`config.mk`:
```
export PLATFORM = sky130hd
export DESIGN_NAME = tlsp_plan_cell
export DESIGN_NICKNAME = d
export VERILOG_FILES = /design/src/hw/rtl/two_axis_line_step_planner_assert.svh /design/src/hw/rtl/tlsp_pkg.sv /design/src/hw/rtl/tlsp_plan_cell.sv
export SDC_FILE = /design/constraint.sdc
export NUM_CORES = 1
export LEC_CHECK = 0
export BUFFER_PORTS_ARGS = -buffer_cell sky130_fd_sc_hd__clkbuf_2
export CORE_AREA = 10 10 204 206
export CTS_CLUSTER_DIAMETER = 50
export CTS_CLUSTER_SIZE = 14
export DETAILED_ROUTE_END_ITERATION = 8
export DIE_AREA = 0 0 214 216
export PLACE_DENSITY_LB_ADDON = 0.3
export REMOVE_ABC_BUFFERS = 1
export SLEW_MARGIN = 10
export SYNTH_ARGS = -nofsm -noshare
export SYNTH_HDL_FRONTEND = slang
export SYNTH_SLANG_ARGS = --single-unit
```
`constraint.sdc`:
```
create_clock -name clk_i -period 1.9 [get_ports clk_i]
set_clock_uncertainty 0.15 [all_clocks]
set_input_delay 0.38 -clock clk_i [delete_from_list [all_inputs] [get_ports clk_i]]
set_output_delay 0.38 -clock clk_i [all_outputs]
set_load 0.1 [all_outputs]
```
`src/hw/rtl/two_axis_line_step_planner_assert.svh`:
```
// ----------------------------------------------------------------------------
// Assertion macros for the two-axis line step planner
// Shared clocking and reset handling for the concurrent checks of the block.
// ----------------------------------------------------------------------------
`ifndef TWO_AXIS_LINE_STEP_PLANNER_ASSERT_SVH
`define TWO_AXIS_LINE_STEP_PLANNER_ASSERT_SVH

// A property checked at every rising clock edge outside reset.
`define TLSP_ASSERT(lbl, prop, msg) \
  lbl: assert property (@(posedge clk_i) disable iff (!rst_ni) prop) \
    else $error(msg);

// A condition that must never be true outside reset.
`define TLSP_NEVER(lbl, cond, msg) \
  `TLSP_ASSERT(lbl, !(cond), msg)

`endif

```
`src/hw/rtl/tlsp_pkg.sv`:
```
// ----------------------------------------------------------------------------
// Two-axis line step planner package
// Widths, constants, register codes and the records handed along the cells.
// ----------------------------------------------------------------------------
`timescale 1ns / 1ps

package tlsp_pkg;

  // Positions and their difference.
  localparam int POS_W   = 24;
  localparam int DIFF_W  = POS_W + 1;
  localparam int MAG_W   = POS_W;
  localparam int SQ_W    = 2 * MAG_W;
  localparam int SUM_W   = SQ_W + 2;

  // Step count: the step size register has 8 fractional bits.
  localparam int STEP_FRAC = 8;
  localparam int STEP_Q_W  = MAG_W + STEP_FRAC;
  localparam int STEP_W    = 33;
  localparam int SIZE_W    = 16;
  localparam int CFG_W     = 16;

  // Root chain: one root bit per cell, radicand padded to an even shift.
  localparam int PLAN_CELLS = STEP_Q_W;
  localparam int RAD_W      = 2 * PLAN_CELLS;
  localparam int RAD_PAD    = RAD_W - SUM_W;
  localparam int ROOT_W     = PLAN_CELLS;
  localparam int ROOT_FRAC  = RAD_PAD / 2;
  localparam int LEN_W      = ROOT_W - ROOT_FRAC;
  localparam int ROOT_REM_W = ROOT_W + 2;

  // Delay division.
  localparam int SPEED_W     = 24;
  localparam int US_W        = 20;
  localparam int NUM_W       = LEN_W + US_W;
  localparam int DEN_W       = SPEED_W + STEP_Q_W;
  localparam int DELAY_W     = 32;
  localparam int DELAY_CELLS = NUM_W;

  localparam logic [US_W-1:0]    US_PER_S      = 20'd1000000;
  // 7.5 mm/s expressed in micrometres per second.
  localparam logic [SPEED_W-1:0] DEFAULT_SPEED = 24'd7500;
  localparam logic [SIZE_W-1:0]  STEP_SIZE_RST = 16'd256;
  localparam logic [CFG_W-1:0]   MIN_DELAY_RST = 16'd0;

  localparam int CFG_IDX_W = 2;

  typedef enum logic [CFG_IDX_W-1:0] {
    REG_STEP_SIZE1 = 2'd0,
    REG_STEP_SIZE2 = 2'd1,
    REG_MIN_DELAY1 = 2'd2,
    REG_MIN_DELAY2 = 2'd3
  } cfg_reg_e;

  // Record handed along the root and step division cells.
  typedef struct packed {
    logic                            vld;
    logic [SPEED_W-1:0]              spd;
    logic [1:0]                      neg;
    logic [RAD_W-1:0]                rad;
    logic [ROOT_W-1:0]               root;
    logic [ROOT_REM_W-1:0]           rrem;
    logic [1:0][STEP_Q_W-1:0]        dvd;
    logic [1:0][SIZE_W-1:0]          srem;
  } plan_t;

  // Record handed along the delay division cells.
  typedef struct packed {
    logic                            vld;
    logic [1:0]                      neg;
    logic [1:0][STEP_Q_W-1:0]        mag;
    logic [1:0][DEN_W-1:0]           den;
    logic [1:0][NUM_W-1:0]           dvd;
    logic [1:0][DEN_W-1:0]           rem;
  } delay_t;

  typedef struct packed {
    logic [1:0][STEP_W-1:0]          steps;
    logic [1:0][DELAY_W-1:0]         delay;
  } result_t;

endpackage

```
`src/hw/rtl/tlsp_plan_cell.sv`:
```
// ----------------------------------------------------------------------------
// Planner cell
// One root digit of the path length and one step count quotient bit per axis.
// ----------------------------------------------------------------------------
`timescale 1ns / 1ps

module tlsp_plan_cell import tlsp_pkg::*; (
  input  logic                   clk_i,
  input  logic                   rst_ni,
  input  logic                   en_i,
  input  logic [1:0][SIZE_W-1:0] size_i,
  input  plan_t                  cell_i,
  output plan_t                  cell_o
);

  plan_t cell_d;
  plan_t cell_q;

  always_comb begin
    logic [ROOT_REM_W+1:0] rt;
    logic [ROOT_REM_W+1:0] trial;
    logic                  rge;
    logic [SIZE_W:0]       st;
    logic                  sge;
    cell_d = cell_i;
    // Root digit: bring down two radicand bits and try the next root bit.
    rt    = {cell_i.rrem, cell_i.rad[RAD_W-1 -: 2]};
    trial = (ROOT_REM_W + 2)'({cell_i.root, 2'b01});
    rge   = (rt >= trial);
    cell_d.rrem = rge ? ROOT_REM_W'(rt - trial) : ROOT_REM_W'(rt);
    cell_d.root = {cell_i.root[ROOT_W-2:0], rge};
    cell_d.rad  = {cell_i.rad[RAD_W-3:0], 2'b00};
    // Restoring division step; quotient bits shift into the dividend.
    for (int k = 0; k < 2; k++) begin
      st  = {cell_i.srem[k], cell_i.dvd[k][STEP_Q_W-1]};
      sge = (st >= {1'b0, size_i[k]});
      cell_d.srem[k] = sge ? SIZE_W'(st - {1'b0, size_i[k]}) : SIZE_W'(st);
      cell_d.dvd[k]  = {cell_i.dvd[k][STEP_Q_W-2:0], sge};
    end
  end

  always_ff @(posedge clk_i or negedge rst_ni) begin
    if (!rst_ni) begin
      cell_q.vld <= 1'b0;
    end else if (en_i) begin
      cell_q <= cell_d;
    end
  end

  assign cell_o = cell_q;

endmodule

```
Word-level counts from Yosys, hierarchy flattened
Cells that the tools add are included.
{ "totals": {"register_bits": 251, "out_inout_bits": 253, "word_cells": 20} }
{ "classes": {"n_addsub": 3, "n_lt_le_gt_ge": 3, "muxes": 3, "reduce_logical": 1} }
{ "op_table": {"columns": ["cell", "count"], "rows": [
  ["greater-or-equal comparator 36 x 34 -> 1 bit", 1],
  ["greater-or-equal comparator 17 x 16 -> 1 bit", 2],
  ["2-to-1 mux 34 bit", 1],
  ["subtractor 34 bit", 1],
  ["2-to-1 mux 16 bit", 2],
  ["subtractor 16 bit", 2],
  ["AND reduction 2 bit", 1]
]} }

Logic depth before layout (Yosys ltp)
{ "depth": {"depth_word": 2, "mapped_depth": 13, "depth_no_buf": 12} }

Worst setup path after synthesis
No wires, ideal clock.
{ "synth_path": {"kind": "input -> register", "startpoint": "input en_i", "endpoint": "register cell_q, in the netlist cell_o[0] (enable)", "setup_time_ps": 641, "arrival_time_ps": 6032, "t_required_ps": 1109, "slack_ps": -4923, "cell_stages": 1, "path_buffers": 0, "cell_sequence": "and2_1"} }
{ "synth_between": {"elab_chain_len": 1} }
{ "synth_rtl": {"columns": ["item", "line", "source"], "rows": [
  ["from (decl)", "tlsp_plan_cell.sv:10", "input logic en_i,"],
  ["AND reduction 2 bit (no line)", null, null],
  ["to (signal assigned)", "tlsp_plan_cell.sv:46", "cell_q <= cell_d;"],
  ["to (decl)", "tlsp_plan_cell.sv:17", "plan_t cell_q;"]
]} }
No other way between the ends.
A chain may end at the register's enable or synchronous reset.

==> results.yml <==
final_layout:
  final_core_util: 0.592
  fillerInstances: 2851
  drive_gt1_frac: 0.534
  nNetsFinal: 2295
  syn_to_final_growth_pct: 88.6
  largest_register_ffs: 251
  final_area_mm2: 0.0221
power:
  peakVddDrop_mv: 0.809
  p_int_mw: 12.5
  power_frac_clock: 0.298
  seqPwrFrac: 0.338
  switchingPower_mw: 7.59
  power_leakage_nw: 9.87
  switching_share: 0.378
  power_density_mw_per_mm2: 907
  pwr-share-comb: 0.365
synthesis:
  synth_warnings: 0
  synth_area_per_cell_um2: 13.2
  synth_edf_count: 250
  synth-seq-cells: 251
  netlist_area_mm2: 0.0117
  async_flop_share: 0.00398
  syn_inst: 887
  yosysSeqAreaShare: 0.642
  synthFlopType: "edfxtp_1"
  synth_cell_types: 72
timing:
  setup_viol: 69
  hold_violations: 0
  slew_headroom: 0.541
  tightest_slew_ns: 0.684
  max_freq_mhz: 401
  slew_viol_final: 0
  setup_tns_ns: -30.22
  holdWs_ns: 0.0153
  min_period_ns: 2.49
  rsz0062_at_grt: "yes"
  finalCritPeriodShare: 1.31
  setup_ws_ns: -0.594
worst_hold_path:
  hold_class: "input pin to flip-flop"
place:
  port_buffers: 538
  post-place-ws_ns: -1.40
  routabilityCongestion: 0.854
  hpwl_um: 34700
  placed_area_mm2: 0.0170
routing:
  final_antenna_net_count: 0
  wirelength_um: 48800
  drc: 0
  routedWlPerCell_um: 19.7
  dr.pass1.iters: 5
  drt_iter0_drc: 650
  num_vias: 11363
  viasPerCell: 4.59
clock_network:
  clock-root-buffer: "clkbuf_16"
  cts_inserted_buffers: 31
  clock_latency_ns: 0.58
  clock_sinks: 251
  cts.clk_slew.worst_paths_ns: 0.06
  clk_path_buf_depth: 3
  cts_max_level: 1
  cts_tree: "yes"
die:
  die-area_mm2: 0.0462
  ioPinCount: 541
  coreArea_mm2: 0.0374
  rows: 71
  start_util: 0.314
  dieWidth_um: 214
  chipHeight_um: 216
global_route:
  grt_pass1_vias: 12278
  grt_max_degree: 45
  antenna_found_initial: 3
  grtUsageTotal: 0.201
  grt_pass1_wl_um: 73600
  overflow: 0
setup_path:
  crit_path_cell_trace: "clkbuf_2 -> inv_1 -> ha_4 -> a21o_1 -> a211o_1 -> o221ai_4 -> a31oi_4 -> o31ai_4 -> nand2_2 -> o31ai_1 -> a31oi_1 -> mux2_1"
  start_kind: "input pin"
  critPathBufInv: 2
  cp_top_family: "compound AO/OA/AOI/OAI gates"
  worstPathMaxFanout: 5
  cp.arrival_ns: 2.67
  cp-end-kind: "flip-flop"
  path_class: "input pin to flip-flop"
  slowest_delay_ns: 0.32
  critPathSlowestCell: "a211o_1"
  cp.required_ns: 2.07
run:
  maxCapViolCount: 0
run_status:
  status: "finished with violations"
  violations: "negative setup slack"
==> synth_stat cells, types with 4 or more instances <==
cell      number  area, um2
o31ai_1        7       52.6
buf_4          4       30.0
nor2_1        47        176
buf_2          5       25.0
a21oi_1       50        250
nand3_1       16       80.1
xnor2_1       32        280
xor2_1        19        166
a21o_1        23        173
a211oi_1       6       45.0
inv_1         84        315
ha_1          66        826
o21ai_1        6       30.0
nand2_1       67        251
or3_1          5       31.3
edfxtp_1     250       7510
a31oi_1       11       68.8
mux2_2        15        169
nand4_1       10       62.6
nor3_1        10       50.1
nor2b_1        9       56.3
a21boi_0       5       37.5
o21ai_0       52        260
o21a_1         9       67.6
clkbuf_1       7       26.3
==> worst reg2reg max path, delay by kind of cell (launching register included) <==
family	cells	cell delay (ns)
buffers and inverters	1	0.55
multiplexers	1	0.26
flip-flops	1	0.38
==> layer usage <==
metal,track usage,part of all wire
met4,0.0659,0.030
met3,0.0610,0.078
met2,0.357,0.51
met5,0,0.00080
met1,0.224,0.38
==> through the flow <==
stage	total power [mW]	instances
after floorplan	11.3	870
after global placement	13.0	2169
after detailed placement	13.0	2169
after CTS	19.9	2465
after global routing	20.8	2475
final	20.1	2476
==> power by group through the flow <==
| stage | Combinational (mW) | Clock, mW | Sequential [mW] |
|---|---|---|---|
| after floorplan | 1.28 | 0 | 9.99 |
| after global placement | 6.09 | 0 | 6.87 |
| after detailed placement | 6.13 | 0 | 6.89 |
| after CTS | 7.10 | 6.06 | 6.77 |
| after global routing | 7.67 | 6.30 | 6.82 |
| final | 7.33 | 5.98 | 6.78 |
==> timing repair <==
item | in CTS | in global routing
resized for setup | 398 | 120
pin swaps | 72 | 61
hold endpoints to repair | 210 | 0
setup buffers | 24 | 15
cloned | 4 | 0
setup endpoints to repair | 299 | 80
hold buffers | 212 | 0
==> path summary, 6_finish.rpt <==
check | from | endpoint | slack, ns | depth (start not counted)
worst min-delay path | cell_i[17] | cell_o[18] | 0.02 | 2
worst min register to register | cell_o[252] | cell_o[252] | 0.91 | 2
worst max-delay path | cell_i[136] | cell_o[127] | -0.59 | 12
min in group asynchronous | rst_ni | cell_o[252] | 0.53 | 3
worst max register to register | cell_o[252] | cell_o[252] | 0.45 | 2
max in group asynchronous | rst_ni | cell_o[252] | 0.97 | 3
==> cell type report <==
cell class	instances	area, um2	share of cell area
Antenna cell	1	2.50	0.000113
Clock buffer	34	797	0.0360
Clock inverter	24	245	0.0111
Inverter	85	329	0.0149
Multi-Input combinational cell	535	4660	0.210
Sequential cell	251	7530	0.340
Tap cell	511	639	0.0289
Timing Repair Buffer	1035	7940	0.358
==> cells in the final DEF (no fill, tap or decap), types with 8 or more instances in the layout <==
cell type,n
a21o_1,23
a21oi_1,28
a21oi_2,23
a31oi_1,9
buf_12,15
buf_2,11
buf_4,254
buf_6,24
buf_8,11
clkbuf_16,31
clkbuf_2,279
clkbuf_4,229
dlygate4sd3_1,212
edfxtp_1,250
ha_1,46
ha_4,18
inv_1,77
mux2_4,16
nand2_1,57
nand2_2,8
nand3_1,16
nand4_1,10
nor2_1,34
o21a_1,9
o21ai_0,18
o21ai_1,11
o21ai_2,30
xnor2_1,31
xor2_1,19
==> cell families (layout without fill, tap and decap cells) <==
group | count (synthesis) | in the layout | synth area share
buffers and inverters | 103 | 1178 | 0.0350
DFF | 251 | 251 | 0.642
muxes | 21 | 21 | 0.0198
xor gates and xnor gates | 51 | 51 | 0.0380
AOI/OAI and AO/OA | 208 | 209 | 0.119
adders and majority gates | 68 | 68 | 0.0738
other | 1 | 3 | 0.000319
and+or+nand+nor | 184 | 184 | 0.0725
Note: power is estimated with default switching activity, not from simulation.
