$ cat src/hw/rtl/two_axis_line_step_planner_assert.svh
// ----------------------------------------------------------------------------
// Assertion macros for the two-axis line step planner
// Shared clocking and reset handling for the concurrent checks of the block.
// ----------------------------------------------------------------------------
`ifndef TWO_AXIS_LINE_STEP_PLANNER_ASSERT_SVH
`define TWO_AXIS_LINE_STEP_PLANNER_ASSERT_SVH

// A property checked at every rising clock edge outside reset.
`define TLSP_ASSERT(lbl, prop, msg) \
  lbl: assert property (@(posedge clk_i) disable iff (!rst_ni) prop) \
    else $error(msg);

// A condition that must never be true outside reset.
`define TLSP_NEVER(lbl, cond, msg) \
  `TLSP_ASSERT(lbl, !(cond), msg)

`endif

$ cat src/hw/rtl/tlsp_pkg.sv
// ----------------------------------------------------------------------------
// Two-axis line step planner package
// Widths, constants, register codes and the records handed along the cells.
// ----------------------------------------------------------------------------
`timescale 1ns / 1ps

package tlsp_pkg;

  // Positions and their difference.
  localparam int POS_W   = 24;
  localparam int DIFF_W  = POS_W + 1;
  localparam int MAG_W   = POS_W;
  localparam int SQ_W    = 2 * MAG_W;
  localparam int SUM_W   = SQ_W + 2;

  // Step count: the step size register has 8 fractional bits.
  localparam int STEP_FRAC = 8;
  localparam int STEP_Q_W  = MAG_W + STEP_FRAC;
  localparam int STEP_W    = 33;
  localparam int SIZE_W    = 16;
  localparam int CFG_W     = 16;

  // Root chain: one root bit per cell, radicand padded to an even shift.
  localparam int PLAN_CELLS = STEP_Q_W;
  localparam int RAD_W      = 2 * PLAN_CELLS;
  localparam int RAD_PAD    = RAD_W - SUM_W;
  localparam int ROOT_W     = PLAN_CELLS;
  localparam int ROOT_FRAC  = RAD_PAD / 2;
  localparam int LEN_W      = ROOT_W - ROOT_FRAC;
  localparam int ROOT_REM_W = ROOT_W + 2;

  // Delay division.
  localparam int SPEED_W     = 24;
  localparam int US_W        = 20;
  localparam int NUM_W       = LEN_W + US_W;
  localparam int DEN_W       = SPEED_W + STEP_Q_W;
  localparam int DELAY_W     = 32;
  localparam int DELAY_CELLS = NUM_W;

  localparam logic [US_W-1:0]    US_PER_S      = 20'd1000000;
  // 7.5 mm/s expressed in micrometres per second.
  localparam logic [SPEED_W-1:0] DEFAULT_SPEED = 24'd7500;
  localparam logic [SIZE_W-1:0]  STEP_SIZE_RST = 16'd256;
  localparam logic [CFG_W-1:0]   MIN_DELAY_RST = 16'd0;

  localparam int CFG_IDX_W = 2;

  typedef enum logic [CFG_IDX_W-1:0] {
    REG_STEP_SIZE1 = 2'd0,
    REG_STEP_SIZE2 = 2'd1,
    REG_MIN_DELAY1 = 2'd2,
    REG_MIN_DELAY2 = 2'd3
  } cfg_reg_e;

  // Record handed along the root and step division cells.
  typedef struct packed {
    logic                            vld;
    logic [SPEED_W-1:0]              spd;
    logic [1:0]                      neg;
    logic [RAD_W-1:0]                rad;
    logic [ROOT_W-1:0]               root;
    logic [ROOT_REM_W-1:0]           rrem;
    logic [1:0][STEP_Q_W-1:0]        dvd;
    logic [1:0][SIZE_W-1:0]          srem;
  } plan_t;

  // Record handed along the delay division cells.
  typedef struct packed {
    logic                            vld;
    logic [1:0]                      neg;
    logic [1:0][STEP_Q_W-1:0]        mag;
    logic [1:0][DEN_W-1:0]           den;
    logic [1:0][NUM_W-1:0]           dvd;
    logic [1:0][DEN_W-1:0]           rem;
  } delay_t;

  typedef struct packed {
    logic [1:0][STEP_W-1:0]          steps;
    logic [1:0][DELAY_W-1:0]         delay;
  } result_t;

endpackage

$ cat src/hw/rtl/tlsp_if.sv


interface tlsp_out_if import tlsp_pkg::*; ();
  logic                      valid;
  logic                      ready;
  logic signed [STEP_W-1:0]  steps_axis1;
  logic signed [STEP_W-1:0]  steps_axis2;
  logic        [DELAY_W-1:0] delay_axis1;
  logic        [DELAY_W-1:0] delay_axis2;

  modport source (
    output valid, steps_axis1, steps_axis2, delay_axis1, delay_axis2,
    input  ready
  );
  modport sink (
    input  valid, steps_axis1, steps_axis2, delay_axis1, delay_axis2,
    output ready
  );
endinterface

$ cat src/hw/rtl/tlsp_out_buf.sv
// ----------------------------------------------------------------------------
// Output buffer
// Two-entry queue that decouples the planner chain from the receiver.
// ----------------------------------------------------------------------------
`timescale 1ns / 1ps
`include "two_axis_line_step_planner_assert.svh"

module tlsp_out_buf import tlsp_pkg::*; (
  input  logic       clk_i,
  input  logic       rst_ni,
  input  logic       push_i,
  input  result_t    data_i,
  output logic       room_o,
  tlsp_out_if.source out_o
);

  localparam logic [1:0] BUF_FULL = 2'd2;
  localparam logic [1:0] BUF_ONE  = 2'd1;

  result_t    ent_q [2];
  logic       wr_ptr_q, rd_ptr_q;
  logic [1:0] cnt_q, cnt_d;
  logic       pop;

  assign pop    = out_o.valid && out_o.ready;
  assign room_o = (cnt_q != BUF_FULL);

  always_comb begin
    cnt_d = cnt_q;
    if (push_i && !pop) begin
      cnt_d = cnt_q + 2'd1;
    end else if (pop && !push_i) begin
      cnt_d = cnt_q - 2'd1;
    end
  end

  always_ff @(posedge clk_i or negedge rst_ni) begin
    if (!rst_ni) begin
      cnt_q    <= '0;
      wr_ptr_q <= 1'b0;
      rd_ptr_q <= 1'b0;
    end else begin
      cnt_q <= cnt_d;
      if (push_i) begin
        wr_ptr_q <= ~wr_ptr_q;
      end
      if (pop) begin
        rd_ptr_q <= ~rd_ptr_q;
      end
    end
  end

  always_ff @(posedge clk_i) begin
    if (push_i) begin
      ent_q[wr_ptr_q] <= data_i;
    end
  end

  assign out_o.valid       = (cnt_q != 2'd0);
  assign out_o.steps_axis1 = $signed(ent_q[rd_ptr_q].steps[0]);
  assign out_o.steps_axis2 = $signed(ent_q[rd_ptr_q].steps[1]);
  assign out_o.delay_axis1 = ent_q[rd_ptr_q].delay[0];
  assign out_o.delay_axis2 = ent_q[rd_ptr_q].delay[1];

  `TLSP_NEVER(a_buf_overrun, push_i && (cnt_q == BUF_FULL), "item pushed into full buffer")
  `TLSP_ASSERT(a_cnt_hold, (push_i == pop) |=> $stable(cnt_q), "fill count moved unbalanced")
  `TLSP_ASSERT(a_drain, (pop && !push_i && (cnt_q == BUF_ONE)) |=> !out_o.valid, "valid after last item left")

endmodule

$ cat src/flat_wrapper.sv
// flat-port wrapper written by rule: the top's interface ports become plain ports
module tlsp_out_buf_flat import tlsp_pkg::*;
  (clk_i, rst_ni, push_i, data_i, room_o, out_o_valid, out_o_steps_axis1, out_o_steps_axis2, out_o_delay_axis1, out_o_delay_axis2, out_o_ready);
  tlsp_out_if out_o_i ();
  input  logic clk_i;
  input  logic rst_ni;
  input  logic push_i;
  input  result_t data_i;
  output logic room_o;
  output wire logic [$bits(out_o_i.valid)-1:0] out_o_valid;
  output wire logic [$bits(out_o_i.steps_axis1)-1:0] out_o_steps_axis1;
  output wire logic [$bits(out_o_i.steps_axis2)-1:0] out_o_steps_axis2;
  output wire logic [$bits(out_o_i.delay_axis1)-1:0] out_o_delay_axis1;
  output wire logic [$bits(out_o_i.delay_axis2)-1:0] out_o_delay_axis2;
  input wire logic [$bits(out_o_i.ready)-1:0] out_o_ready;
  assign out_o_valid = out_o_i.valid;
  assign out_o_steps_axis1 = out_o_i.steps_axis1;
  assign out_o_steps_axis2 = out_o_i.steps_axis2;
  assign out_o_delay_axis1 = out_o_i.delay_axis1;
  assign out_o_delay_axis2 = out_o_i.delay_axis2;
  assign out_o_i.ready = out_o_ready;
  tlsp_out_buf u_core (.clk_i(clk_i), .rst_ni(rst_ni), .push_i(push_i), .data_i(data_i), .room_o(room_o), .out_o(out_o_i));
endmodule
$ cat config.mk
export PLATFORM = sky130hd
export DESIGN_NAME = tlsp_out_buf_flat
export DESIGN_NICKNAME = d
export VERILOG_FILES = /design/src/hw/rtl/tlsp_pkg.sv /design/src/hw/rtl/tlsp_if.sv /design/src/hw/rtl/tlsp_out_buf.sv /design/src/flat_wrapper.sv
export VERILOG_INCLUDE_DIRS = /design/src /design/src/hw/rtl
export SDC_FILE = /design/constraint.sdc
export NUM_CORES = 1
export LEC_CHECK = 0
export ABC_AREA = 1
export ABC_CLOCK_PERIOD_IN_PS = 12380
export BUFFER_PORTS_ARGS = -buffer_cell sky130_fd_sc_hd__buf_2
export CAP_MARGIN = 20
export CORE_UTILIZATION = 50
export DETAILED_ROUTE_END_ITERATION = 7
export GPL_ROUTABILITY_DRIVEN = 0
export PLACE_DENSITY = 0.81
export SYNTH_ARGS = -nofsm -noshare
export SYNTH_HDL_FRONTEND = slang
export SYNTH_SLANG_ARGS = --single-unit
$ cat constraint.sdc
create_clock -name clk_i -period 12.38 [get_ports clk_i]
set_input_delay 1.238 -clock clk_i [delete_from_list [all_inputs] [get_ports clk_i]]
set_output_delay 1.238 -clock clk_i [all_outputs]
set_load 0.02 [all_outputs]
# Word level (Yosys, flattened, before mapping)
# Memories as Yosys holds them, arrays and structs flattened.
# Index checks and enable logic that the tools add are counted.
[word_totals]
output_inout_bits = 132
ramBits = 260
in_bits = 134
ff_bits = 4
n_memories = 1
[op_classes]
mux = 4
eq_ne = 1
n_reduce_logical = 7
addsub = 2
n_bitwise = 2
[mem_list]
columns = ["memory", "words", "width", "rd", "rd_clocked_by_memory_dff", "wr", "line", "text"]
rows = [
  ["u_core.ent_q", 2, 130, 1, 0, 1, "tlsp_out_buf.sv:20", "result_t ent_q [2];"],
]
[op_table]
columns = ["operator", "n"]
rows = [
  ["2-bit two-way mux", 2],
  ["2-bit nonzero test", 2],
  ["1-bit logical AND", 3],
  ["2-bit by 1-bit adder with 2-bit output (second input constant)", 1],
  ["1-bit logical NOT", 2],
  ["1-bit two-way mux", 2],
  ["2-bit inequality test (second input constant)", 1],
  ["1-bit NOT", 2],
  ["2-bit by 1-bit subtractor with 2-bit output (second input constant)", 1],
]

# Depth between registers and ports, before layout
[logic_depth]
depth_word = 5
depth_mapped = 9
depth_no_buf = 9

# Worst setup path before layout
# Ideal clock, no wire load.
[synth_timing]
kind = "in2reg"
start = "input push_i"
end = "memory u_core.ent_q[0][0] in the netlist's numbering (enable)"
t_required_ns = 11.756
t_arrival_ns = 6.715
setup_slack_ns = 5.040
stages = 2
path_buffers = 0
cell_sequence = "inv_1 nor2_1"
[synth_via]
elab_chain_len = 2
[synth_lines]
columns = ["element", "line", "text"]
rows = [
  ["start: declaration", "flat_wrapper.sv:7", "input logic push_i;"],
  ["1-bit two-way mux", "tlsp_out_buf.sv:54", "if (push_i) begin"],
  ["1-bit two-way mux (not written as such)", "tlsp_out_buf.sv:55", "ent_q[wr_ptr_q] <= data_i;"],
  ["end: declaration", "tlsp_out_buf.sv:20", ""],
]
# Every way passes these cells.

# Worst setup path after layout
[layout_timing]
start = "register u_core.rd_ptr_q"
end = "output out_o_steps_axis2[31]"
[layout_via]
elab_chain_len = 1
[layout_lines]
columns = ["element", "line", "text"]
rows = [
  ["start: declaration", "tlsp_out_buf.sv:21", "logic wr_ptr_q, rd_ptr_q;"],
  ["start signal: assignment", "tlsp_out_buf.sv:48", "rd_ptr_q <= ~rd_ptr_q;"],
  ["memory 2 x 130 bit", "n/a", ""],
  ["end: declaration", "flat_wrapper.sv:12", "output wire logic [$bits(out_o_i.steps_axis2)-1:0] out_o_steps_axis2;"],
]
# Every way passes these cells.

==> key figures <==
Yosys
  • Async S/R FF share, synth: 1.515%
  • Syn Inst Count: 707
  • Post-synth net total: around 840
  • Synth Flop Type: edfxtp_1
  • Avg Cell Area, Syn: 13.72 µm²
  • Netlist cell types: 14
  • Yosys top cell by area: edfxtp_1
  • Most frequent cells after synthesis: nand2_1 (400), edfxtp_1 (260), buf_2 (17), buf_6 (10), inv_1 (6)
  • Synthesized area: between 9000 and 10,000 µm²
  • Seq cells post-synth: 264
  • Number of warnings issued by yosys: 0
  • Synth top area share: 80.48%
  • Number of flops mapped to enable cells by yosys: 260
  • Most common cell in the netlist: nand2_1
  • Ranking of synthesized cells by area: edfxtp_1 (80%), nand2_1 (15%), buf_6 (1.2%)
  • Sequential area share after synthesis: between 80% and 90%

Placed design
  • Final HPWL DP: approximately 12 mm
  • I/O Buffers: 265
  • Place WS: 8.402 ns
  • Placed cell count: ~1,200
  • Placed Area: approximately 11,000 µm²

Final layout
  • Area added between synthesis and finish: 24.13%
  • Area of the multi-input gates: 1559 µm²
  • Finished Layout Cells: 1,257
  • Share of layout cells above drive strength 1: 31.73%
  • Final Cell Area: 12,040 µm²
  • Final #Nets: 1,111
  • Layout Utilization: 63.95%
  • Filler cell count in the final layout: 1,377
  • Register Area: 7911 µm²

Die
  • Core Area: roughly 19,000 µm²
  • Die span in y: 141.3 µm
  • I/O Pins: 266
  • Row Count: 50
  • Die Wd: 141.3 µm
  • Die area: 19,960 µm²
  • Starting Density: 51.51%

Worst hold path
  • Hold WC Path Type: in -> async

Clock tree
  • Clock slew at reported path FFs: 0.06 ns
  • Max clock buf depth: 3
  • CTS tree: done
  • Cts-stage hold buffer count: 0
  • CTS root buf: clkbuf_16
  • Post-CTS Setup Inserts: 0
  • Htree depth: 1
  • Clk_lat worst skew: ~0.52 ns
  • Cts bufs inserted: 26
  • Clock sinks: 264
  • Post-cts sizing count: 0

Routing
  • Initial DRT Pass Iterations: 5
  • Via Count: 6,029
  • Drt wl/cell: 15.74 µm
  • Detail Route Antenna Nets: 0
  • # DRC: 0
  • Final WL: 19.78 mm
  • Vias per cell: 4.796
  • Detailed router's first-iteration violation count: 363

Run
  • Maxcap violations: 0

Power and ir drop
  • Gate power share: between 30 and 40%
  • Power share of the clock group: about 25%
  • Power Density: approximately 250 nW/µm²
  • Seq pwr share: 41.7%
  • Psw: ~1.1 mW
  • Switching share of total power: 36.67%
  • P_leak: 5.223 nW
  • P_int: between 1.5 and 2 mW
  • VDD IR max: 0.2326 mV

Global routing
  • Largest net degree at the start of global routing: 85
  • Initial antenna violation count: 2
  • Total global-route track usage: 19.48%
  • First-pass GRT wire length: 30.19 mm
  • GRT overflow: 0
  • Vias in the first global route: 6,109

STA
  • Tmin final: 4.275 ns
  • Max Freq: between 200 and 250 MHz
  • Final hold viol count: 0
  • Worst slew pin tran: 0.9324 ns
  • Final Cycle Share: 34.53%
  • Clk_skew: 0.01588 ns
  • Relative slew slack: 37.84%
  • Final slew viol count: 0
  • Setup_tns: 0 ns
  • PnR worst setup slack: roughly 8 ns
  • RSZ-0062 raised after global routing: no
  • Endpoints failing setup: 0

Worst setup path
  • CP Max Fanout: just over 80
  • CP Class: reg -> out
  • Worst setup SP type: flip-flop
  • Worst r2r path cells: 3
  • Critical path endpoint category: primary output
  • WP data required: roughly 11 ns
  • Critical path arrival: between 3 and 4 ns

Run status
  • Status: complete, no violations
==> final timing paths <==
check / startpoint / to / slack, ns
setup / recovery: u_core.rd_ptr_q / out_o_steps_axis2[31] / 8.10
setup reg to reg: u_core.wr_ptr_q / u_core.ent_q[0][36] / 9.41
hold reg to reg: u_core.cnt_q[0] / u_core.cnt_q[0] / 0.51
max in group asynchronous: rst_ni / u_core.rd_ptr_q / 11.72
hold / removal: rst_ni / u_core.wr_ptr_q / 0.51
min in group clk_i: u_core.cnt_q[0] / u_core.cnt_q[0] / 0.51
==> power groups by stage <==
stage	Sequential, mW	Clock [mW]	Combinational, mW
2_1_floorplan	1.26	0	0.699
6_report	1.25	0.766	0.990
3_3_place_gp	1.27	0	0.988
4_1_cts	1.26	0.776	1.00
3_5_place_dp	1.27	0	0.998
5_1_grt	1.27	0.818	1.08
==> state kept, by name, summed over array words and instances (netlist names) <==
name	count
u_core.rd_ptr_q	1
u_core.ent_q	260
u_core.wr_ptr_q	1
u_core.cnt_q	2
==> stage by stage <==
step / hold WS (ns) / total power [mW]
global placement: 0.4836 / 2.253
global route: 0.4979 / 3.171
detailed placement: 0.4960 / 2.272
finish: 0.5121 / 3.011
floorplan: 0.4610 / 1.963
CTS: 0.5006 / 3.037
==> critical path, cell delays in order, from the launching register on <==
cell	delay (ns)
dfrtp_4	0.70
inv_4	0.48
buf_4	0.79
nand2_1	0.13
nand2_1	0.14
buf_2	0.18
==> placed cells by master (no fill, tap or decap), types with 3 or more instances in the layout <==
master	Yosys	layout
clkinv_2	0	9
buf_2	17	265
dfrtp_1	4	3
buf_4	2	5
clkinv_1	0	3
clkbuf_16	0	27
inv_1	6	5
clkbuf_1	0	3
nand2_1	400	400
edfxtp_1	260	260
==> cells by family (layout without fill, tap and decap cells) <==
kind of cell	Yosys count	after routing	synth area share, %
simple gates	404	404	15.68
flops	264	264	81.52
buf+inv	36	325	2.489
xor+xnor	2	2	0.1806
fa+ha+maj	1	1	0.1290
other cells	0	1	0
==> cell type report <==
cell class	count	share of cell area, %
inverters	7	0.2805
flip-flops and latches	264	65.70
diodes	1	0.02078
clock buffers	32	5.933
well taps	260	2.702
repair buffers	270	11.33
multi-input cells	407	12.95
clock inverters	16	1.091
==> per-layer routing <==
metal | GRT usage, % | up-vias | share of wire [%]
met3 | 5.670 | 49 | 8.3
met2 | 33.77 | 248 | 49
met4 | 7.666 | 0 | 3.6
met5 | 0 | - | 0
li1 | - | 2926 | -
met1 | 22.92 | 2806 | 39
No activity file was read; power rests on OpenSTA's default activity.
