**config.mk**
```make
export PLATFORM = sky130hd
export DESIGN_NAME = tlsp_delay_cell
export DESIGN_NICKNAME = d
export VERILOG_FILES = /design/src/hw/rtl/two_axis_line_step_planner_assert.svh /design/src/hw/rtl/tlsp_pkg.sv /design/src/hw/rtl/tlsp_delay_cell.sv
export SDC_FILE = /design/constraint.sdc
export NUM_CORES = 1
export LEC_CHECK = 0
export BUFFER_PORTS_ARGS = -buffer_cell sky130_fd_sc_hd__buf_2
export CAP_MARGIN = 20
export CORE_AREA = 4 4 295 297
export DETAILED_ROUTE_END_ITERATION = 8
export DIE_AREA = 0 0 299 301
export GPL_ROUTABILITY_DRIVEN = 0
export PLACE_DENSITY = 0.46
export SKIP_CTS_REPAIR_TIMING = 1
export SYNTH_ARGS = -nofsm -noshare
export SYNTH_HDL_FRONTEND = slang
export SYNTH_SLANG_ARGS = --single-unit
```
**constraint.sdc**
```tcl
create_clock -name clk_i -period 0.8 [get_ports clk_i]
set_input_delay 0.04 -clock clk_i [delete_from_list [all_inputs] [get_ports clk_i]]
set_output_delay 0.04 -clock clk_i [all_outputs]
set_load 0.005 [all_outputs]
```
**src/hw/rtl/two_axis_line_step_planner_assert.svh**
```systemverilog
// ----------------------------------------------------------------------------
// Assertion macros for the two-axis line step planner
// Shared clocking and reset handling for the concurrent checks of the block.
// ----------------------------------------------------------------------------
`ifndef TWO_AXIS_LINE_STEP_PLANNER_ASSERT_SVH
`define TWO_AXIS_LINE_STEP_PLANNER_ASSERT_SVH

// A property checked at every rising clock edge outside reset.
`define TLSP_ASSERT(lbl, prop, msg) \
  lbl: assert property (@(posedge clk_i) disable iff (!rst_ni) prop) \
    else $error(msg);

// A condition that must never be true outside reset.
`define TLSP_NEVER(lbl, cond, msg) \
  `TLSP_ASSERT(lbl, !(cond), msg)

`endif

```
**src/hw/rtl/tlsp_pkg.sv**
```systemverilog
// ----------------------------------------------------------------------------
// Two-axis line step planner package
// Widths, constants, register codes and the records handed along the cells.
// ----------------------------------------------------------------------------
`timescale 1ns / 1ps

package tlsp_pkg;

  // Positions and their difference.
  localparam int POS_W   = 24;
  localparam int DIFF_W  = POS_W + 1;
  localparam int MAG_W   = POS_W;
  localparam int SQ_W    = 2 * MAG_W;
  localparam int SUM_W   = SQ_W + 2;

  // Step count: the step size register has 8 fractional bits.
  localparam int STEP_FRAC = 8;
  localparam int STEP_Q_W  = MAG_W + STEP_FRAC;
  localparam int STEP_W    = 33;
  localparam int SIZE_W    = 16;
  localparam int CFG_W     = 16;

  // Root chain: one root bit per cell, radicand padded to an even shift.
  localparam int PLAN_CELLS = STEP_Q_W;
  localparam int RAD_W      = 2 * PLAN_CELLS;
  localparam int RAD_PAD    = RAD_W - SUM_W;
  localparam int ROOT_W     = PLAN_CELLS;
  localparam int ROOT_FRAC  = RAD_PAD / 2;
  localparam int LEN_W      = ROOT_W - ROOT_FRAC;
  localparam int ROOT_REM_W = ROOT_W + 2;

  // Delay division.
  localparam int SPEED_W     = 24;
  localparam int US_W        = 20;
  localparam int NUM_W       = LEN_W + US_W;
  localparam int DEN_W       = SPEED_W + STEP_Q_W;
  localparam int DELAY_W     = 32;
  localparam int DELAY_CELLS = NUM_W;

  localparam logic [US_W-1:0]    US_PER_S      = 20'd1000000;
  // 7.5 mm/s expressed in micrometres per second.
  localparam logic [SPEED_W-1:0] DEFAULT_SPEED = 24'd7500;
  localparam logic [SIZE_W-1:0]  STEP_SIZE_RST = 16'd256;
  localparam logic [CFG_W-1:0]   MIN_DELAY_RST = 16'd0;

  localparam int CFG_IDX_W = 2;

  typedef enum logic [CFG_IDX_W-1:0] {
    REG_STEP_SIZE1 = 2'd0,
    REG_STEP_SIZE2 = 2'd1,
    REG_MIN_DELAY1 = 2'd2,
    REG_MIN_DELAY2 = 2'd3
  } cfg_reg_e;

  // Record handed along the root and step division cells.
  typedef struct packed {
    logic                            vld;
    logic [SPEED_W-1:0]              spd;
    logic [1:0]                      neg;
    logic [RAD_W-1:0]                rad;
    logic [ROOT_W-1:0]               root;
    logic [ROOT_REM_W-1:0]           rrem;
    logic [1:0][STEP_Q_W-1:0]        dvd;
    logic [1:0][SIZE_W-1:0]          srem;
  } plan_t;

  // Record handed along the delay division cells.
  typedef struct packed {
    logic                            vld;
    logic [1:0]                      neg;
    logic [1:0][STEP_Q_W-1:0]        mag;
    logic [1:0][DEN_W-1:0]           den;
    logic [1:0][NUM_W-1:0]           dvd;
    logic [1:0][DEN_W-1:0]           rem;
  } delay_t;

  typedef struct packed {
    logic [1:0][STEP_W-1:0]          steps;
    logic [1:0][DELAY_W-1:0]         delay;
  } result_t;

endpackage

```
**src/hw/rtl/tlsp_delay_cell.sv**
```systemverilog
// ----------------------------------------------------------------------------
// Delay cell
// One quotient bit of the step delay division for each axis.
// ----------------------------------------------------------------------------
`timescale 1ns / 1ps

module tlsp_delay_cell import tlsp_pkg::*; (
  input  logic   clk_i,
  input  logic   rst_ni,
  input  logic   en_i,
  input  delay_t cell_i,
  output delay_t cell_o
);

  delay_t cell_d;
  delay_t cell_q;

  always_comb begin
    logic [DEN_W:0] t;
    logic           ge;
    cell_d = cell_i;
    for (int k = 0; k < 2; k++) begin
      t  = {cell_i.rem[k], cell_i.dvd[k][NUM_W-1]};
      ge = (t >= {1'b0, cell_i.den[k]});
      cell_d.rem[k] = ge ? DEN_W'(t - {1'b0, cell_i.den[k]}) : DEN_W'(t);
      cell_d.dvd[k] = {cell_i.dvd[k][NUM_W-2:0], ge};
    end
  end

  always_ff @(posedge clk_i or negedge rst_ni) begin
    if (!rst_ni) begin
      cell_q.vld <= 1'b0;
    end else if (en_i) begin
      cell_q <= cell_d;
    end
  end

  assign cell_o = cell_q;

endmodule

```
### Yosys cells after proc, flatten, opt, wreduce, memory -nomap -nowiden

Cells that the tools add are included.

| cells by class | value |
|---|---|
| add/sub/neg operators | 2 |
| multiply operators | 0 |
| div/mod/pow operators | 0 |
| magnitude comparators | 2 |
| eq/ne operators | 0 |
| shifts and indexed selects | 0 |
| multiplexer cells | 2 |
| bitwise logic cells | 0 |
| reductions and logical operators | 1 |

Operator list:

| kind | count |
|---|---|
| 57-bit by 56-bit greater-or-equal comparator with 1-bit output | 2 |
| 56-bit 2-to-1 mux | 2 |
| 56-bit subtractor | 2 |
| 2-bit AND reduction | 1 |

| storage, ports and cells | value |
|---|---|
| register bits | 381 |
| bits in latches | 0 |
| memory bits (writable) | 0 |
| bits in read-only memories | 0 |
| bits of input ports | 384 |
| output and inout port bits | 381 |
| word-level logic and storage cells | 17 |
| memories kept | 0 |

### Depth between registers and ports, before layout

Gate-level depths: netlist (run 1).

| logic depth | value |
|---|---|
| word-level depth | 2 |
| mapped depth | 16 |
| mapped depth without buffers | 14 |

### Least setup slack after synthesis (run 1)

OpenSTA, ideal clock, no wires.

| timing path | value |
|---|---|
| path type | input port to flip-flop |
| start point | input port en_i |
| end point | register cell_q (netlist bit cell_o[0]), enable pin |
| library setup time | 790 ps |
| data arrival time | 8589 ps |
| data required time | 10 ps |
| setup slack | -8579 ps |
| stages on the path | 1 |
| buffers on the path | 0 |
| cells stage by stage | and2_1 |

| on the way | value |
|---|---|
| longest elaborated chain between the ends | 1 |

Ends and longest elaborated chain:

| what | RTL line | source |
|---|---|---|
| start, declared | tlsp_delay_cell.sv:10 | `input logic en_i,` |
| 2-bit AND reduction (no line) | -- |  |
| end signal, assigned | tlsp_delay_cell.sv:34 | `cell_q <= cell_d;` |
| end, declared | tlsp_delay_cell.sv:16 | `delay_t cell_q;` |

No other way between the ends.
A chain may end at the register's enable or synchronous reset.

==> impl_metrics.json, run 1 <==
{
  "ioPinCount": 765,
  "arrival_ns": 2.85,
  "yosysWarnings": 0,
  "ys_ff_latch": 381,
  "synth_edf_count": 380,
  "outcome": "finished with violations",
  "cts.clk_slew.worst_paths_ns": 0.06,
  "syn_area_mm2": 0.0197,
  "hold_viol": 7,
  "final_nets": 3916,
  "fp-row-count": 107,
  "antenna_found_initial": 26,
  "synth_nets": 2194,
  "hp-class": "in2reg",
  "ctsRootBufferMaster": "clkbuf_16",
  "critPathLaunchType": "input pin",
  "htreeDepth": 2,
  "synth.distinct_cells": 80,
  "drv_slew": 0,
  "vias": 20300,
  "avgSynthCellArea_um2": 11.6,
  "ant_nets": 0,
  "vdd_drop_max_mv": 1.52,
  "wl_per_cell_um": 19.6,
  "core_mm2": 0.0846,
  "track_usage_pct": 17.0,
  "p_leak_nw": 16.5,
  "skew_ns": 0,
  "die-area_mm2": 0.0900,
  "clkPwrFrac_pct": 33.1,
  "p_sw_mw": 19.2,
  "worst-path-max-fanout": 4,
  "crit_required_ns": 1.15,
  "synthTopCellsByCount": "edfxtp_1, a21oi_1, inv_1",
  "tightestPinTransition_ns": 0.500,
  "drive_above_1_share_pct": 52.5,
  "slew_headroom_pct": 66.5,
  "grt_max_degree": 41,
  "cts_buffers": 48,
  "stdcell_area_mm2": 0.0376,
  "setup_viol": 495,
  "p_int_mw": 47.0,
  "grt_pass1_vias": 18900,
  "power.share.sequential_pct": 37.1,
  "die_h_um": 301,
  "drc": 0,
  "initial_core_util_pct": 23.3,
  "hold-worst-slack_ns": -0.375,
  "syn-instance-count": 1696,
  "yosys.area.top_type_share_pct": 57.9,
  "grt_pass1_wl_mm": 117,
  "cts_tree": "done",
  "overflow": 0,
  "seq_area_frac_synth_pct": 58.1,
  "largest_reg_flops": 381,
  "post_dp_cell_area_mm2": 0.0296,
  "syn_to_final_growth_pct": 90.8,
  "dp_hpwl_mm": 68.3,
  "synthArstFlopShare_pct": 0.262,
  "worstSkewPairLatency_ns": 0.58,
  "clockBufferDepth": 3,
  "cap_viol_max_count": 0,
  "fin_crit_ns": 2.50,
  "setup_slack_ns": -1.70,
  "port_buffers": 764,
  "layout_worst_path_cycle_share_pct": 313,
  "power_density_mw_per_mm2": 1760,
  "yosysMostFrequentCell": "edfxtp_1",
  "p_comb_share_pct": 29.8,
  "failed_checks": "hold timing, setup timing",
  "crit_type": "in2reg",
  "die-width_um": 299,
  "rsz0062_at_grt": "yes",
  "yosys.area.top_type": "edfxtp_1",
  "worst_setup_path_end_kind": "register",
  "clock.fmax_ghz": 0.399,
  "synthTopCellsByArea": "edfxtp_1, ha_1, a21oi_1, xnor2_1, inv_1",
  "finalWirelength_mm": 90.5,
  "firstDrtPassIters": 5,
  "cts_sinks": 381,
  "tns_ns": -298.28,
  "drtIter0Drc": 1080,
  "avgViaCountPerCell": 4.41,
  "swShare_pct": 29.0,
  "synth_flop_cell": "edfxtp_1"
}
per-layer routing:
metal / GRT usage (%) / up-vias / wire [um]
li1: - / 9688 / -
met1: 19.6 / 9767 / 34500
met2: 30.7 / 670 / 46800
met3: 5.13 / 162 / 6780
met4: 4.15 / 20 / 2220
met5: 0 / - / 139
layout by cell type, fill, tap and decap left out, types with 68 or more instances in the layout:
| cell type | n |
|---|---|
| a21oi_2 | 72 |
| edfxtp_1 | 380 |
| ha_1 | 70 |
| buf_2 | 737 |
| inv_1 | 121 |
| dlygate4sd3_1 | 376 |
| buf_4 | 508 |
| nand2_1 | 122 |
| buf_6 | 68 |
| a21oi_1 | 100 |
final timing paths:
kind,slack [ns],startpoint,to,cells after the start
min in group asynchronous,0.31,rst_ni,cell_o[380],3
max in group asynchronous,0.38,rst_ni,cell_o[380],3
worst min register to register,0.53,cell_o[380],cell_o[380],1
worst max register to register,0.04,cell_o[380],cell_o[380],1
worst min-delay path,-0.37,cell_i[202],cell_o[202],1
worst max-delay path,-1.70,cell_i[259],cell_o[92],19
cell families after synthesis:
logic type / synth area share, %
mux: 0.870
flops: 58.1
compound gates: 15.7
buf+inv: 4.36
xor+xnor: 4.58
simple gates: 9.10
fa+ha+maj: 7.32
cell type report:
cell class | instances | area (um2)
sequential | 381 | 11400
clock inverter | 32 | 334
inverter | 142 | 601
fill | 8081 | 47000
multi-input combinational | 1110 | 9550
tap | 1144 | 1430
antenna | 9 | 22.5
clock buffer | 56 | 1230
timing repair buffer | 1735 | 13000
power by group through the flow:
stage	logic (mW)	registers (mW)	clock network (mW)
6_report	19.7	24.5	21.9
3_5_place_dp	15.5	24.9	0
2_1_floorplan	7.16	25.1	0
5_1_grt	21.2	24.7	23.4
3_3_place_gp	15.4	24.9	0
4_1_cts	15.6	24.5	22.6
worst max-delay path, stage by stage:
cell and delay, ns:
buf_8 0.11, inv_4 0.05, ha_4 0.19, nor2b_4 0.12
o31a_1 0.32, o211ai_1 0.18, buf_4 0.18, a21oi_4 0.06
nor3_4 0.30, a21oi_4 0.10, a211oi_2 0.25, a211o_1 0.19
o21ai_4 0.09, buf_6 0.16, buf_12 0.13, buf_12 0.12
buf_8 0.13, nor2_4 0.08, a21oi_2 0.03
per-stage QoR:
step / instances / util (%) / power [mW] / worst slack (ns) / hold slack (ns)
3_5_place_dp: 4065 / 35.0 / 40.4 / -2.45 / -0.175
3_3_place_gp: 4065 / 35.0 / 40.3 / -2.38 / -0.178
2_1_floorplan: 1696 / - / 32.3 / -2.32 / -0.256
6_report: 4609 / 44.4 / 66.2 / -1.70 / -0.375
5_1_grt: 4606 / 44.4 / 69.2 / -1.78 / -0.413
4_1_cts: 4153 / 36.8 / 62.7 / -1.80 / -0.828
Note: power is estimated with default switching activity, not from simulation.
==> run 2, diff against run 1 <==
--- a/config.mk
+++ b/config.mk
@@ -5,13 +5,14 @@
 export SDC_FILE = /design/constraint.sdc
 export NUM_CORES = 1
 export LEC_CHECK = 0
+export ABC_AREA = 1
 export BUFFER_PORTS_ARGS = -buffer_cell sky130_fd_sc_hd__buf_2
 export CAP_MARGIN = 20
-export CORE_AREA = 4 4 295 297
+export CORE_AREA = 4 4 296 298
 export DETAILED_ROUTE_END_ITERATION = 8
-export DIE_AREA = 0 0 299 301
+export DIE_AREA = 0 0 300 302
 export GPL_ROUTABILITY_DRIVEN = 0
-export PLACE_DENSITY = 0.46
+export PLACE_DENSITY = 0.51
 export SKIP_CTS_REPAIR_TIMING = 1
 export SYNTH_ARGS = -nofsm -noshare
 export SYNTH_HDL_FRONTEND = slang
==> run 2 against run 1 <==
  * The run ends with setup timing left
  * Clock power fell by 4%
  * Count of clock-buffer cells in the layout grew 8
  * Clock skew unchanged
  * Global-route usage up 3.6 points
  * Area after synthesis is 21% higher
  * Via count grew 28%
  * Wire length grew 18%
  * Largest cell class unchanged
==> impl_metrics.json, run 2 <==
{
  "avgViaCountPerCell": 4.37,
  "swShare_pct": 30.3,
  "final_cell_mix": "nand2_1, buf_2, inv_1",
  "cap_viol_max_count": 0,
  "drc": 0,
  "clock.fmax_ghz": 0.621,
  "layout_worst_path_cycle_share_pct": 201,
  "wl_met2_mm": 55.9,
  "p_leak_nw": 21.2,
  "stdcell_area_mm2": 0.0429,
  "grt_max_degree": 55,
  "r2r_start": "cell_o[380]",
  "ioPinCount": 765,
  "critPathLaunchType": "input pin",
  "skew_ns": 0,
  "drv_slew": 0,
  "outcome": "finished with violations",
  "failed_checks": "setup timing",
  "yosys.area.top_type_share_pct": 48.1,
  "syn_area_mm2": 0.0237,
  "yosysWarnings": 0,
  "slew_headroom_pct": 74.9,
  "firstDrtPassIters": 5,
  "p_total_mw": 67.7,
  "setup_viol": 495,
  "drtIter0Drc": 1345,
  "wl_per_cell_um": 18.0,
  "grt_pass1_wl_mm": 141,
  "synth_edf_count": 380,
  "fp-row-count": 107,
  "worstSkewPairLatency_ns": 0.59,
  "drive_above_1_share_pct": 43.6,
  "initial_core_util_pct": 28.0,
  "cp_slowest_cell": "ha_4",
  "cts_buffers": 47,
  "die-width_um": 300,
  "final_common_cell": "nand2_1",
  "tightestPinTransition_ns": 0.375,
  "syn_to_final_growth_pct": 80.7,
  "track_usage_pct": 20.6,
  "p_comb_share_pct": 32.8,
  "fin_crit_ns": 1.61,
  "seq_area_frac_synth_pct": 48.2,
  "final_nets": 5250,
  "vias": 25900,
  "met1Wirelength_mm": 40.7,
  "cts_tree": "done",
  "setup_slack_ns": -0.810,
  "min_from": "cell_i[102]",
  "port_buffers": 764,
  "synth_nets": 3534,
  "worst-path-max-fanout": 7,
  "ys_ff_latch": 381,
  "synth_flop_cell": "edfxtp_1",
  "synthTopCellsByCount": "nand2_1, inv_1, edfxtp_1",
  "ctsRootBufferMaster": "clkbuf_16",
  "die-area_mm2": 0.0906,
  "largest_reg_flops": 381,
  "yosys.area.top_type": "edfxtp_1",
  "grt_pass1_vias": 23900,
  "crit_chain": "buf_8 -> clkinvlp_4 -> ha_4 -> nand2_2 -> nand2_2 -> nand2_2 -> nand2_2 -> a21oi_2 -> nand2_2 -> a21oi_4 -> nand3_4 -> clkbuf_16 -> clkbuf_16 -> nand2_2 -> o21ai_1",
  "avgSynthCellArea_um2": 7.82,
  "cts_sinks": 381,
  "top_layer": "met5",
  "finalWirelength_mm": 107,
  "clkPwrFrac_pct": 31.2,
  "ant_nets": 0,
  "synthTopCellsByArea": "edfxtp_1, nand2_1, inv_1, ha_1, nor2_1",
  "synthArstFlopShare_pct": 0.262,
  "p_sw_mw": 20.5,
  "overflow": 0,
  "worst_setup_path_end_kind": "register",
  "die_h_um": 302,
  "fillers": 8234,
  "dp_hpwl_mm": 83.4,
  "core_mm2": 0.0849,
  "crit_start": "cell_i[308]",
  "vdd_drop_max_mv": 1.68,
  "cts.clk_slew.worst_paths_ns": 0.05,
  "clockBufferDepth": 3,
  "crit_type": "in2reg",
  "synth.distinct_cells": 33,
  "htreeDepth": 2,
  "yosysMostFrequentCell": "nand2_1",
  "slowest_delay_ns": 0.31,
  "crit_top_cell": "nand2_2",
  "power.share.sequential_pct": 36.1,
  "syn-instance-count": 3036,
  "hold_viol": 0,
  "crit_required_ns": 1.13,
  "dr_wl_met3_mm": 6.36,
  "arrival_ns": 1.94,
  "rsz0062_at_grt": "yes",
  "p_int_mw": 47.2,
  "power_density_mw_per_mm2": 1580,
  "antenna_found_initial": 8,
  "post_dp_cell_area_mm2": 0.0346,
  "hp-class": "in2reg"
}
[run 2: cell count changes after synthesis, sizes merged, moves of 64 or more]
cell,before,now
a21oi,189,74
a21o,64,0
nand3,17,122
nor2,106,195
inv,142,712
nand2,135,1118
[run 2: kinds of logic (layout without fill, tap and decap cells)]
kind of cell	count (synthesis)	after routing	share of synthesized area, %
AO/OA/AOI/OAI	146	146	3.14
XOR/XNOR	58	58	2.14
adder cells (fa/ha/maj)	114	114	6.07
buffers and inverters	748	2500	12.3
flip-flops	381	381	48.2
multiplexers	1	1	0.0474
other	0	5	0
AND/OR/NAND/NOR	1588	1588	28.1
[run 2: power groups by stage]
stage	Clock [mW]	Combinational [mW]	Sequential, mW
3_5_place_dp	0	17.7	24.8
5_1_grt	22.5	24.0	24.5
2_1_floorplan	0	8.42	25.2
3_3_place_gp	0	17.6	24.8
4_1_cts	21.7	17.7	24.4
6_report	21.1	22.2	24.4
[run 2: final timing paths]
| kind | slack [ns] | to | cells after the start |
|---|---|---|---|
| worst min register to register | 0.51 | cell_o[380] | 1 |
| worst min-delay path | 0.0008 | cell_o[103] | 4 |
| worst max-delay path | -0.81 | cell_o[81] | 15 |
| worst max register to register | 0.06 | cell_o[380] | 1 |
| min in group asynchronous | 0.47 | cell_o[380] | 4 |
| max in group asynchronous | 0.23 | cell_o[380] | 4 |
[run 2: per-layer routing]
metal / up-vias / global-route usage, %
met3: 179 / 3.10
met4: 4 / 6.51
met2: 769 / 38.9
met1: 12000 / 23.8
li1: 12900 / -
met5: - / 0
[run 2: critical path: cells and delay by family]
kind | cells | cell delay, ns
buffers and inverters | 4 | 0.61
AOI/OAI and AO/OA | 3 | 0.42
and+or+nand+nor | 7 | 0.54
adders and majority gates | 1 | 0.31
[run 2: cell type report]
cell class / count / area (um2) / area share (%)
Clock inverter: 21 / 225 / 0.525
Inverter: 712 / 2840 / 6.62
Clock buffer: 64 / 1270 / 2.96
Antenna cell: 5 / 12.5 / 0.0292
Timing Repair Buffer: 1703 / 12900 / 30.1
Multi-Input combinational cell: 1907 / 12800 / 29.7
Sequential cell: 381 / 11400 / 26.7
Tap cell: 1144 / 1430 / 3.34
[run 2: per-stage QoR]
stage | TNS [ns] | hold WS [ns] | util, % | worst slack, ns | std cells
floorplan | -2139.34 | -0.256 | - | -5.37 | 3036
global placement | -276.84 | 0.000603 | 40.8 | -1.47 | 5399
detailed placement | -281.19 | 0.00247 | 40.8 | -1.50 | 5399
CTS | -230.58 | -0.657 | 42.5 | -0.871 | 5484
global route | -233.33 | 0.0184 | 50.5 | -0.873 | 5933
finish | -208.55 | 0.000772 | 50.6 | -0.810 | 5937
